==> config.mk <==
export PLATFORM = sky130hd
export DESIGN_NAME = oct_cfg
export DESIGN_NICKNAME = d
export VERILOG_FILES = /design/src/design/oct_pkg.sv /design/src/design/oct_cfg.sv
export SDC_FILE = /design/constraint.sdc
export NUM_CORES = 1
export LEC_CHECK = 0
export BUFFER_PORTS_ARGS = -buffer_cell sky130_fd_sc_hd__buf_2
export CAP_MARGIN = 20
export CORE_ASPECT_RATIO = 0.9
export CORE_UTILIZATION = 45
export CTS_BUF_LIST = sky130_fd_sc_hd__clkbuf_8
export DETAILED_ROUTE_END_ITERATION = 10
export GPL_TIMING_DRIVEN = 0
export HOLD_SLACK_MARGIN = 0.1
export PLACE_DENSITY = 0.82
export SKIP_LAST_GASP = 1
export SLEW_MARGIN = 40
export SYNTH_ARGS = -nofsm -noshare
export SYNTH_HDL_FRONTEND = slang
export SYNTH_SLANG_ARGS = --single-unit
==> constraint.sdc <==
create_clock -name clk -period 1.2 [get_ports clk]
set_input_delay 0.06 -clock clk [delete_from_list [all_inputs] [get_ports clk]]
set_output_delay 0.06 -clock clk [all_outputs]
set_load 0.005 [all_outputs]
==> src/design/oct_pkg.sv <==
`default_nettype none
package oct_pkg;

  // Field widths
  localparam int KeyW  = 4;
  localparam int PhW   = 3;
  localparam int MinW  = 7;
  localparam int SecW  = 6;
  localparam int TempW = 8;
  localparam int PreW  = 7;
  localparam int BuzzW = 4;
  localparam int AddrW = 5;
  localparam int DataW = 32;

  // Operating phases
  typedef enum logic [PhW-1:0] {
    PH_HOME     = 3'd0,
    PH_SET_TIME = 3'd1,
    PH_READY    = 3'd2,
    PH_DONE     = 3'd3,
    PH_SET_TEMP = 3'd4,
    PH_PREHEAT  = 3'd5
  } phase_t;

  // Keypad codes
  localparam logic [KeyW-1:0] KEY_MICRO = 4'd1;
  localparam logic [KeyW-1:0] KEY_GRILL = 4'd2;
  localparam logic [KeyW-1:0] KEY_CONV  = 4'd3;
  localparam logic [KeyW-1:0] KEY_QUICK = 4'd4;
  localparam logic [KeyW-1:0] KEY_INC   = 4'd4;
  localparam logic [KeyW-1:0] KEY_NEXT  = 4'd5;
  localparam logic [KeyW-1:0] KEY_STOP  = 4'd6;
  localparam logic [KeyW-1:0] KEY_DEC   = 4'd7;
  localparam logic [KeyW-1:0] KEY_ENTER = 4'd12;

  // Register indexes (word address)
  localparam logic [2:0] REG_MAX_MIN  = 3'd0;
  localparam logic [2:0] REG_MAX_TEMP = 3'd1;
  localparam logic [2:0] REG_PREHEAT  = 3'd2;
  localparam logic [2:0] REG_QUICK    = 3'd3;
  localparam logic [2:0] REG_BUZZ     = 3'd4;

  // Limits and reset values
  localparam logic [SecW-1:0]  SecLimit      = 6'd59;
  localparam logic [MinW-1:0]  MinCap        = 7'd99;
  localparam logic [MinW-1:0]  MaxMinRst     = 7'd60;
  localparam logic [TempW-1:0] MaxTempRst    = 8'd180;
  localparam logic [PreW-1:0]  PreheatRst    = 7'd60;
  localparam logic [SecW-1:0]  QuickRst      = 6'd30;
  localparam logic [BuzzW-1:0] BuzzRst       = 4'd3;

  typedef struct packed {
    logic [MinW-1:0]  max_minutes;
    logic [TempW-1:0] max_temperature;
    logic [PreW-1:0]  preheat_seconds;
    logic [SecW-1:0]  quick_start_seconds;
    logic [BuzzW-1:0] buzzer_ticks;
  } cfg_t;

  typedef struct packed {
    phase_t           phase;
    logic             sec_sel;
    logic [MinW-1:0]  minutes;
    logic [SecW-1:0]  seconds;
    logic [TempW-1:0] temp;
    logic [PreW-1:0]  preheat;
    logic             cooking;
    logic [BuzzW-1:0] buzz;
  } state_t;

  function automatic logic [MinW-1:0] cap_min(input logic [MinW-1:0] v);
    return (v > MinCap) ? MinCap : v;
  endfunction

  function automatic logic [SecW-1:0] cap_sec(input logic [SecW-1:0] v);
    return (v > SecLimit) ? SecLimit : v;
  endfunction

endpackage
`default_nettype wire

==> src/design/oct_cfg.sv <==
`default_nettype none
module oct_cfg import oct_pkg::*; (
  input  wire logic             clk,
  input  wire logic             rst_n,
  input  wire logic             psel,
  input  wire logic             penable,
  input  wire logic             pwrite,
  input  wire logic [AddrW-1:0] paddr,
  input  wire logic [DataW-1:0] pwdata,
  output logic      [DataW-1:0] prdata,
  output cfg_t                  cfg
);

  logic       wr_en;
  logic [2:0] idx;
  cfg_t       cfg_r;

  assign wr_en = psel & penable & pwrite;
  assign idx   = paddr[AddrW-1:2];
  assign cfg   = cfg_r;

  // Register writes, access phase only
  always_ff @(posedge clk) begin
    if (!rst_n) begin
      cfg_r.max_minutes         <= MaxMinRst;
      cfg_r.max_temperature     <= MaxTempRst;
      cfg_r.preheat_seconds     <= PreheatRst;
      cfg_r.quick_start_seconds <= QuickRst;
      cfg_r.buzzer_ticks        <= BuzzRst;
    end else if (wr_en) begin
      case (idx)
        REG_MAX_MIN:  cfg_r.max_minutes         <= pwdata[MinW-1:0];
        REG_MAX_TEMP: cfg_r.max_temperature     <= pwdata[TempW-1:0];
        REG_PREHEAT:  cfg_r.preheat_seconds     <= pwdata[PreW-1:0];
        REG_QUICK:    cfg_r.quick_start_seconds <= pwdata[SecW-1:0];
        REG_BUZZ:     cfg_r.buzzer_ticks        <= pwdata[BuzzW-1:0];
        default: ;
      endcase
    end
  end

  // Read mux
  always_comb begin
    case (idx)
      REG_MAX_MIN:  prdata = {{(DataW-MinW){1'b0}}, cfg_r.max_minutes};
      REG_MAX_TEMP: prdata = {{(DataW-TempW){1'b0}}, cfg_r.max_temperature};
      REG_PREHEAT:  prdata = {{(DataW-PreW){1'b0}}, cfg_r.preheat_seconds};
      REG_QUICK:    prdata = {{(DataW-SecW){1'b0}}, cfg_r.quick_start_seconds};
      REG_BUZZ:     prdata = {{(DataW-BuzzW){1'b0}}, cfg_r.buzzer_ticks};
      default:      prdata = '0;
    endcase
  end

endmodule
`default_nettype wire

==> implementation parameters, run 1 <==
Parameter                              Value

STA
  Final Setup Violations ... 7
  Time the final worst path needs with I/O delays and setup ... 1.38 ns
  Transition at the pin with the smallest max-transition slack ... 0.534 ns
  Slew Viols, Final ... 0
  Setup Skew ... 0 ns
  Final-report hold violation count ... 0
  RSZ-0062 raised after global routing ... yes
  Setup WS post-layout ... -0.180 ns
  Fmax ... 724 MHz
  Relative slew margins ... 64.4%
  Final Cycle Share ... 115%
  Final hold slack ... 0.216 ns

Synth
  Synthesis warning total ... 0
  Fraction of the yosys area taken by sequential cells ... 36.0%
  Fraction of registers with async set or reset after synthesis ... 0%
  Number of instances in the synthesized netlist ... 189
  Synthesis-stage register bit count ... 32
  Number of enable-type register cells in the synthesized netlist ... 0
  Average size of a mapped cell ... 9.41 µm²
  Count of cell types in the netlist ... 30
  Top cells by area, synth ... sky130_fd_sc_hd__dfxtp_1, sky130_fd_sc_hd__mux2i_1, sky130_fd_sc_hd__buf_4, sky130_fd_sc_hd__nor2b_1, sky130_fd_sc_hd__nand2_1
  Library cell occupying the most area in the post-synthesis netlist ... sky130_fd_sc_hd__dfxtp_1
  Netlist area before placement ... 1780 µm²
  Primary flip-flop cell chosen by synthesis mapping ... sky130_fd_sc_hd__dfxtp_1
  Fraction of synthesized cell area taken by the top area cell type ... 36.0%

Routing
  DRC ... 0
  Number of vias after detailed routing ... 1592
  Detail-routed net length per standard cell ... 13.6 µm
  Total iterations of the first detailed-routing run ... 4
  Routed WL ... 4540 µm
  Routed via count divided by cell count ... 4.75
  Post-route antenna net violation count ... 0
  Iteration-0 DRC count of the detailed router ... 88

CTS
  Clock tree from TritonCTS ... yes
  Clock-pin slew on the worst setup and hold paths ... 0.07 ns
  Worst-Skew Late Latency ... 0.28 ns
  Maximum buffer depth of the clock tree ... 2
  Sinks on Clock Net ... 32
  Number of buffers inserted during clock tree synthesis ... 5
  Root Driver ... sky130_fd_sc_hd__clkbuf_8
  # H-tree levels ... 2

Setup path
  Maximum fanout count along the critical path ... 2
  R2R Path End ... cfg[8]
  Startpoint of the worst register-to-register path ... cfg[8]
  Critical path startpoint category ... flip-flop
  Crit Path Category ... flip-flop to output pin
  Endpoint required time on the critical path ... 1.14 ns
  Element type at the critical path end ... output pin
  Worst-case register-to-register setup slack ... 0.45 ns
  Cell count of the worst reg-to-reg path ... 3
  Data arrival time of the critical path ... 1.32 ns

Min path
  Sink of the worst hold path ... cfg[3]
  Hold Path Origin ... paddr[2]
  HP Class ... input port to flip-flop
  Hold depth ... 3

Cells and area
  Largest register FFs ... 32
  Most common library cell in the layout ignoring fill and taps ... sky130_fd_sc_hd__buf_2
  P&R area growth vs syn ... 38.0%
  Final standard cell area without fillers ... 2460 µm²
  Final Net Count ... 330
  Most used cells in the layout excluding fill and tap cells ... sky130_fd_sc_hd__buf_2, sky130_fd_sc_hd__buf_4, sky130_fd_sc_hd__mux2i_1
  Final std cells w/o fill ... 335
  Core utilization of the finished layout ... 65.4%
  Ant diodes ... 0
  Fraction of layout instances using a drive strength above 1 ... 43.9%

Global routing
  Overflow left after global routing ... 0
  First-pass GRT wire length ... 6880 µm
  Tot GR Track Use ... 23.3%
  Met2 layer usage reported by global route ... 39.4%
  Number of global-route vias before repair ... 1445
  Antenna violations before repair ... 0
  Pin count of the biggest net entering global routing ... 11
  Top Usage Layer GRT ... met2
  GRT met3 Usage ... 4.44%
  Grt met1 use ... 29.2%

Power and ir drop
  Leakage power figure ... 1.26 nW
  Maximum ir drop on the vdd rail ... 0.000657 V
  Power per cell area ... 914 nW/µm²

Floorplanning
  Die Outline Area ... 4210 µm²
  Core Footprint ... 3760 µm²
  IO Count ... 106
  Die width ... 68.3 µm
  Site Rows ... 21
  Initial standard-cell utilization of the core ... 47.4%
  Overall die height ... 61.7 µm

Place
  Placed instance count ... 310
  GP Congestion ... 0.840
  DP Area ... 2180 µm²
  Number of input and output port buffers inserted ... 52
  Post-detail-place hpwl ... 3260 µm

Run status
  Outcome ... finished, violations left
  Violations in the final reports ... setup timing

Run
  Max-Cap Viols ... 0
[power by group]
group          switching, mW  internal [mW]  total (mW)
Sequential           0.00620           1.07        1.08
Clock                  0.391          0.450       0.842
Combinational          0.161          0.165       0.327
Total                  0.559           1.69        2.25
[stage by stage]
stage	TNS [ns]	power (mW)	setup slack (ns)
floorplan	0	1.31	0.244
global route	-1.11	2.33	-0.225
finish	-0.744	2.25	-0.180
global placement	0	1.39	0.0294
detailed placement	0	1.39	0.0121
CTS	-0.799	2.24	-0.190
[how the worst max path moves through the flow]
| stage | from | to | cells past startpoint |
|---|---|---|---|
| finish | cfg[8] | prdata[4] | 3 |
| global route | cfg[8] | prdata[4] | 3 |
| CTS | cfg[8] | prdata[4] | 3 |
| detailed placement | paddr[2] | cfg[31] | 5 |
| global placement | paddr[2] | cfg[28] | 5 |
| floorplan | cfg[8] | prdata[4] | 2 |
[worst max-delay path, cell delays in order (launching register included)]
cell,delay [ns]
sky130_fd_sc_hd__dfxtp_2,0.33
sky130_fd_sc_hd__mux4_2,0.44
sky130_fd_sc_hd__nor2b_1,0.14
sky130_fd_sc_hd__buf_2,0.13
[cell usage after synthesis (all sizes together) (2+ instances only)]
library cell,number
mux4,2
buf,31
o22ai,4
nand2,21
inv,5
nor2b,24
a22oi,7
mux2i,28
o211ai,4
and2b,2
nand3,6
nor2,2
clkbuf,5
dfxtp,32
and3,3
mux2,5
[final cells by class]
cell class | count | area (µm²)
multi-input cells | 139 | 973
repair buffers | 69 | 408
clock buffers | 6 | 82.6
well taps | 46 | 57.6
clock inverters | 2 | 7.51
fillers | 325 | 1300
inverters | 5 | 18.8
flip-flops and latches | 32 | 657
plain buffers | 36 | 251
[routing by layer]
metal | vias to the layer above | wire (µm)
li1 | 797 | -
met1 | 728 | 2080
met2 | 62 | 2130
met3 | 5 | 287
met4 | 0 | 49
met5 | - | 0
[what timing repair did]
action | CTS | global route
hold buffers | 8 | 0
setup buffers | 8 | 1
resized for setup | 13 | 4
gates cloned | 0 | 0
pin swaps | 2 | 5
hold endpoints to repair | 18 | 0
endpoints found under the setup margin | 7 | 7
[kinds of logic (layout without fill, tap and decap cells)]
kind of cell / after synthesis / in the layout / synth area share, %
AOI/OAI and AO/OA: 17 / 17 / 6.68
buffers and inverters: 41 / 118 / 15.2
DFF: 32 / 32 / 36.0
muxes: 35 / 35 / 21.4
other: 1 / 24 / 0.211
and+or+nand+nor: 63 / 63 / 20.5
No activity file was read; power rests on OpenSTA's default activity.
==> run 2, diff against run 1 <==
--- a/config.mk
+++ b/config.mk
@@ -5,15 +5,16 @@
 export SDC_FILE = /design/constraint.sdc
 export NUM_CORES = 1
 export LEC_CHECK = 0
-export BUFFER_PORTS_ARGS = -buffer_cell sky130_fd_sc_hd__buf_2
 export CAP_MARGIN = 20
 export CORE_ASPECT_RATIO = 0.9
-export CORE_UTILIZATION = 45
+export CORE_MARGIN = 4
+export CORE_UTILIZATION = 56
 export CTS_BUF_LIST = sky130_fd_sc_hd__clkbuf_8
 export DETAILED_ROUTE_END_ITERATION = 10
+export DONT_BUFFER_PORTS = 1
 export GPL_TIMING_DRIVEN = 0
 export HOLD_SLACK_MARGIN = 0.1
-export PLACE_DENSITY = 0.82
+export PLACE_DENSITY = 0.71
 export SKIP_LAST_GASP = 1
 export SLEW_MARGIN = 40
 export SYNTH_ARGS = -nofsm -noshare
==> run 2 against run 1 <==
Net effect: the flow still finishes with violations (setup timing); global-route usage decreased by 0.56 points; power decreased by 0.34%; first-iteration DRC count decreased by 23%; register-to-register slack about the same; final cell count decreased by 19%; clock-buffer cell count unchanged; clock power increased by 2%; clock skew unchanged; worst hold slack got worse by 0.11 ns; sequential cell count unchanged; non-clock buffer count decreased by 60; critical path depth decreased by 1; critical endpoint unchanged; highest routed layer unchanged.
==> implementation parameters, run 2 (synthesis results as in run 1) <==
Parameter                              Value

Run status
  Outcome ... finished, violations left
  Violations in the final reports ... setup timing

Floorplanning
  Die Outline Area ... 4140 µm²
  IO Count ... 106
  Core Footprint ... 3040 µm²
  Die width ... 67.4 µm
  Initial standard-cell utilization of the core ... 58.5%
  Site Rows ... 19
  Overall die height ... 61.5 µm

STA
  Fmax ... 776 MHz
  RSZ-0062 raised after global routing ... yes
  Time the final worst path needs with I/O delays and setup ... 1.29 ns
  Final Setup Violations ... 4
  Final Cycle Share ... 107%
  Final-report hold violation count ... 0
  Setup WS post-layout ... -0.0880 ns
  Slew Viols, Final ... 0
  Setup Skew ... 0 ns

Setup path
  Worst Setup SP ... cfg[8]
  Endpoint required time on the critical path ... 1.14 ns
  R2R Path End ... cfg[20]
  Element type at the critical path end ... output pin
  Data arrival time of the critical path ... 1.23 ns
  Worst-case register-to-register setup slack ... 0.44 ns
  Maximum fanout count along the critical path ... 3
  Startpoint of the worst register-to-register path ... cfg[20]
  Crit Path Category ... flip-flop to output pin
  Destination of the critical timing path ... prdata[4]
  Cell count of the worst reg-to-reg path ... 2
  Critical path startpoint category ... flip-flop

Cells and area
  Most common library cell in the layout ignoring fill and taps ... sky130_fd_sc_hd__mux2i_1
  Core utilization of the finished layout ... 71.5%
  P&R area growth vs syn ... 22.2%
  Largest register FFs ... 32
  Ant diodes ... 0
  Final standard cell area without fillers ... 2170 µm²
  Final Net Count ... 270
  Fraction of layout instances using a drive strength above 1 ... 31.9%
  Most used cells in the layout excluding fill and tap cells ... sky130_fd_sc_hd__mux2i_1, sky130_fd_sc_hd__buf_4, sky130_fd_sc_hd__conb_1

Place
  GP Congestion ... 0.808
  DP Area ... 1920 µm²
  Post-detail-place hpwl ... 3290 µm
  Number of input and output port buffers inserted ... 0

Global routing
  Pin count of the biggest net entering global routing ... 11
  Tot GR Track Use ... 22.7%
  First-pass GRT wire length ... 6710 µm
  Number of global-route vias before repair ... 1362
  Overflow left after global routing ... 0
  Antenna violations before repair ... 0

Power and ir drop
  Clock group share of total power ... 38.4%
  Switching power total ... 572 µW
  Internal portion of total power ... 1.67 mW
  Net switching fraction of the power ... 25.6%
  Leakage power figure ... 1.04 nW
  Power per cell area ... 1030 nW/µm²
  Flop pwr share ... 48.3%
  Combinational group share of total power ... 13.3%
  Design Power ... 2.24 mW
  Maximum ir drop on the vdd rail ... 0.000654 V

Routing
  DRC ... 0
  Routed via count divided by cell count ... 5.32
  Iteration-0 DRC count of the detailed router ... 68
  Total iterations of the first detailed-routing run ... 4
  Routed WL ... 4600 µm
  Detail-routed net length per standard cell ... 17.0 µm
  Number of vias after detailed routing ... 1443
  Post-route antenna net violation count ... 0

Min path
  HP Class ... input port to flip-flop

CTS
  Clock tree from TritonCTS ... yes
  Post CTS Setup Buffer Count ... 0
  Clock-pin slew on the worst setup and hold paths ... 0.07 ns
  Sinks on Clock Net ... 32
  # H-tree levels ... 2
  Worst-Skew Late Latency ... 0.29 ns
  Maximum buffer depth of the clock tree ... 2
  Number of buffers inserted during clock tree synthesis ... 5
  Root Driver ... sky130_fd_sc_hd__clkbuf_8

Run
  Max-Cap Viols ... 0
-- run 2: cell count changes in the layout (fill, tap and decap cells not counted), moves of 2 or more --
| cell | delta |
|---|---|
| sky130_fd_sc_hd__nor2b_1 | -2 |
| sky130_fd_sc_hd__o22ai_1 | -3 |
| sky130_fd_sc_hd__buf_2 | -52 |
| sky130_fd_sc_hd__buf_4 | -9 |
| sky130_fd_sc_hd__o22ai_2 | +3 |
| sky130_fd_sc_hd__nor2b_4 | +2 |
-- run 2: power groups by stage --
| stage | registers, mW | clock network [mW] | logic [mW] |
|---|---|---|---|
| after detailed placement | 1.10 | 0 | 0.244 |
| after floorplan | 1.10 | 0 | 0.206 |
| after global routing | 1.08 | 0.911 | 0.322 |
| final | 1.08 | 0.860 | 0.297 |
| after CTS | 1.08 | 0.855 | 0.286 |
| after global placement | 1.10 | 0 | 0.241 |
-- run 2: layout make-up --
| class | instances | area (µm²) |
|---|---|---|
| multi-input combinational | 139 | 1010 |
| fill | 244 | 868 |
| sequential | 32 | 657 |
| buffer | 36 | 251 |
| timing repair buffer | 9 | 90.1 |
| clock buffer | 6 | 82.6 |
| tap | 42 | 52.6 |
| inverter | 5 | 18.8 |
| clock inverter | 2 | 7.51 |
-- run 2: layer usage --
| metal | vias up | track usage, % | wire length, µm |
|---|---|---|---|
| li1 | 683 | - | - |
| met1 | 682 | 23.2 | 1740 |
| met2 | 70 | 41.2 | 2310 |
| met3 | 8 | 10.4 | 471 |
| met4 | 0 | 8.38 | 79 |
| met5 | - | 0 | 0 |
-- run 2: worst min-delay path by stage --
stage / from / to / slack, ns / cells past startpoint
3_5_place_dp: pwdata[2] / cfg[2] / 0.21 / 2
4_1_cts: penable / cfg[2] / 0.11 / 3
3_3_place_gp: pwdata[2] / cfg[2] / 0.21 / 2
2_1_floorplan: pwdata[5] / cfg[9] / 0.20 / 2
6_report: penable / cfg[2] / 0.11 / 3
5_1_grt: penable / cfg[2] / 0.11 / 3
-- run 2: repair_timing --
action,CTS,global route
setup endpoints to repair,7,7
hold endpoints to repair,32,0
resized for setup,21,5
hold buffers,9,0
pin swaps,4,3
-- run 2: critical path, cell delays in order, from the launching register on --
cell and delay, ns:
sky130_fd_sc_hd__dfxtp_2 0.34, sky130_fd_sc_hd__mux4_2 0.46, sky130_fd_sc_hd__nor2b_4 0.14
-- run 2: metrics by stage --
| stage | TNS, ns | hold slack, ns | worst slack (ns) | instances |
|---|---|---|---|---|
| final | -0.193 | 0.108 | -0.0880 | 271 |
| after global routing | -0.396 | 0.114 | -0.116 | 271 |
| after CTS | -0.181 | 0.108 | -0.0912 | 271 |
| after detailed placement | 0 | 0.214 | 0.0223 | 254 |
| after global placement | 0 | 0.205 | 0.0447 | 254 |
| after floorplan | 0 | 0.202 | 0.244 | 212 |
==> run 3, diff against run 2 <==
--- a/config.mk
+++ b/config.mk
@@ -14,7 +14,7 @@
 export DONT_BUFFER_PORTS = 1
 export GPL_TIMING_DRIVEN = 0
 export HOLD_SLACK_MARGIN = 0.1
-export PLACE_DENSITY = 0.71
+export PLACE_DENSITY = 0.74
 export SKIP_LAST_GASP = 1
 export SLEW_MARGIN = 40
 export SYNTH_ARGS = -nofsm -noshare
==> constraint.sdc (replaced) <==
create_clock -name clk -period 1.1 [get_ports clk]
set_input_delay 0.055 -clock clk [delete_from_list [all_inputs] [get_ports clk]]
set_output_delay 0.055 -clock clk [all_outputs]
set_load 0.005 [all_outputs]
==> run 3 against run 2 <==
Net effect: critical path depth stayed put; sequential cell count stayed put; utilization is 1.4 points higher; sequential power is 9% higher; final area rose by 2.0%; sequential share of layout area fell by 0.52 points; critical endpoint is now prdata[5]; the flow still finishes with violations (setup timing).
==> implementation parameters, run 3 (synthesis results as in run 1) <==
Parameter                              Value

Power and ir drop
  Maximum ir drop on the vdd rail ... 0.000893 V
  Leakage power figure ... 1.06 nW
  Power per cell area ... 1180 nW/µm²

Global routing
  Tot GR Track Use ... 23.3%
  Overflow left after global routing ... 0
  GRT met3 Usage ... 10.2%
  Grt met1 use ... 25.3%
  First-pass GRT wire length ... 7000 µm
  Met2 layer usage reported by global route ... 39.5%
  Number of global-route vias before repair ... 1409
  Antenna violations before repair ... 0
  Top Usage Layer GRT ... met2
  Pin count of the biggest net entering global routing ... 11

STA
  Transition at the pin with the smallest max-transition slack ... 0.547 ns
  Time the final worst path needs with I/O delays and setup ... 1.28 ns
  Slew Viols, Final ... 0
  Setup Skew ... 0 ns
  Final Setup Violations ... 7
  Final Cycle Share ... 116%
  RSZ-0062 raised after global routing ... yes
  Final-report hold violation count ... 0
  Final hold slack ... 0.0977 ns
  Fmax ... 781 MHz
  Relative slew margins ... 63.5%
  Setup WS post-layout ... -0.181 ns

Routing
  Routed via count divided by cell count ... 5.37
  Number of vias after detailed routing ... 1460
  Total iterations of the first detailed-routing run ... 4
  Iteration-0 DRC count of the detailed router ... 82
  DRC ... 0
  Post-route antenna net violation count ... 0
  Routed WL ... 4670 µm
  Detail-routed net length per standard cell ... 17.2 µm

Place
  Number of input and output port buffers inserted ... 0
  Post-detail-place hpwl ... 3200 µm
  GP Congestion ... 0.833
  Pre-CTS setup slack ... -0.0623 ns

Cells and area
  Final Net Count ... 271
  Largest register FFs ... 32
  Most used cells in the layout excluding fill and tap cells ... sky130_fd_sc_hd__mux2i_1, sky130_fd_sc_hd__buf_4, sky130_fd_sc_hd__conb_1
  P&R area growth vs syn ... 24.6%
  Ant diodes ... 0
  Fraction of layout instances using a drive strength above 1 ... 32.6%
  Fill count ... 239
  Most common library cell in the layout ignoring fill and taps ... sky130_fd_sc_hd__mux2i_1

Setup path
  Critical path startpoint category ... flip-flop
  Element type at the critical path end ... output pin
  Cell family with the largest share of critical-path delay ... multiplexers
  Data arrival time of the critical path ... 1.23 ns
  Endpoint required time on the critical path ... 1.04 ns
  Number of buffer and inverter instances along the worst setup path ... 0
  Worst-path cell chain ... mux4_2 > nor2b_4
  CP peak stage delay ... 0.46 ns
  Worst path slowest cell ... sky130_fd_sc_hd__mux4_2
  Maximum fanout count along the critical path ... 3
  Crit Path Category ... flip-flop to output pin

Floorplanning
  IO Count ... 106
  Die Outline Area ... 4140 µm²
  Initial standard-cell utilization of the core ... 58.5%
  Core Footprint ... 3040 µm²
  Site Rows ... 19
  Die width ... 67.4 µm
  Overall die height ... 61.5 µm

CTS
  Sinks on Clock Net ... 32
  # H-tree levels ... 2
  Maximum buffer depth of the clock tree ... 2
  Worst-Skew Late Latency ... 0.29 ns
  Root Driver ... sky130_fd_sc_hd__clkbuf_8
  Number of buffers inserted during clock tree synthesis ... 5
  Clock-pin slew on the worst setup and hold paths ... 0.07 ns
  Clock tree from TritonCTS ... yes

Run status
  Outcome ... finished, violations left
  Violations in the final reports ... setup timing

Min path
  HP Class ... input port to flip-flop

Run
  Max-Cap Viols ... 0
run 3: where the power goes:
part / internal [mW] / leakage (nW) / switching, mW
combinational: 0.161 / 0.740 / 0.173
sequential: 1.17 / 0.259 / 0.0104
clock: 0.662 / 0.0593 / 0.443
run 3: final cells by class:
type / instances / area (µm²) / area share [%]
Multi-Input combinational cell: 139 / 1030 / 46.4
Timing Repair Buffer: 10 / 100 / 4.51
Clock buffer: 5 / 68.8 / 3.10
Buffer: 36 / 251 / 11.3
Tap cell: 42 / 52.6 / 2.37
Sequential cell: 32 / 658 / 29.7
Clock inverter: 3 / 38.8 / 1.75
Inverter: 5 / 18.8 / 0.846
run 3: per-layer routing:
metal  share of wire [%]  routed length [µm]  vias to the layer above
li1                    -                   -                      679
met1                  37                1720                      685
met2                  49                2280                       83
met3                  12                 575                       13
met4                 1.9                  91                        0
met5                   0                   0                        -
run 3: worst reg2reg max path, stage by stage (launching register included):
cell	delay (ns)
sky130_fd_sc_hd__dfxtp_1	0.34
sky130_fd_sc_hd__nor2b_1	0.15
sky130_fd_sc_hd__mux2i_1	0.11
run 3: path summary, 6_finish.rpt:
path | start | endpoint | slack, ns | depth (start not counted)
worst min-delay path | pwrite | cfg[3] | 0.1 | 3
worst min register to register | cfg[10] | cfg[10] | 0.48 | 2
worst max-delay path | cfg[9] | prdata[5] | -0.18 | 2
worst max register to register | cfg[24] | cfg[24] | 0.37 | 2
run 3: per-stage QoR:
step / utilization, % / total power [mW] / instances / area (µm²) / TNS, ns
finish: 72.9 / 2.62 / 272 / 2220 / -0.782
global route: 72.9 / 2.72 / 272 / 2220 / -1.01
CTS: 72.2 / 2.61 / 272 / 2200 / -0.803
detailed placement: 63.0 / 1.47 / 254 / 1920 / -0.771
global placement: 63.0 / 1.47 / 254 / 1920 / -0.546
floorplan: - / 1.43 / 212 / 1870 / 0
run 3: repair_timing:
| action | 4_1_cts | 5_1_grt |
|---|---|---|
| gates resized for setup | 25 | 5 |
| setup endpoints to repair | 7 | 11 |
| buffers inserted | 0 | 0 |
| hold buffers | 10 | 0 |
| pin swaps | 6 | 1 |
| hold endpoints to repair | 32 | 0 |
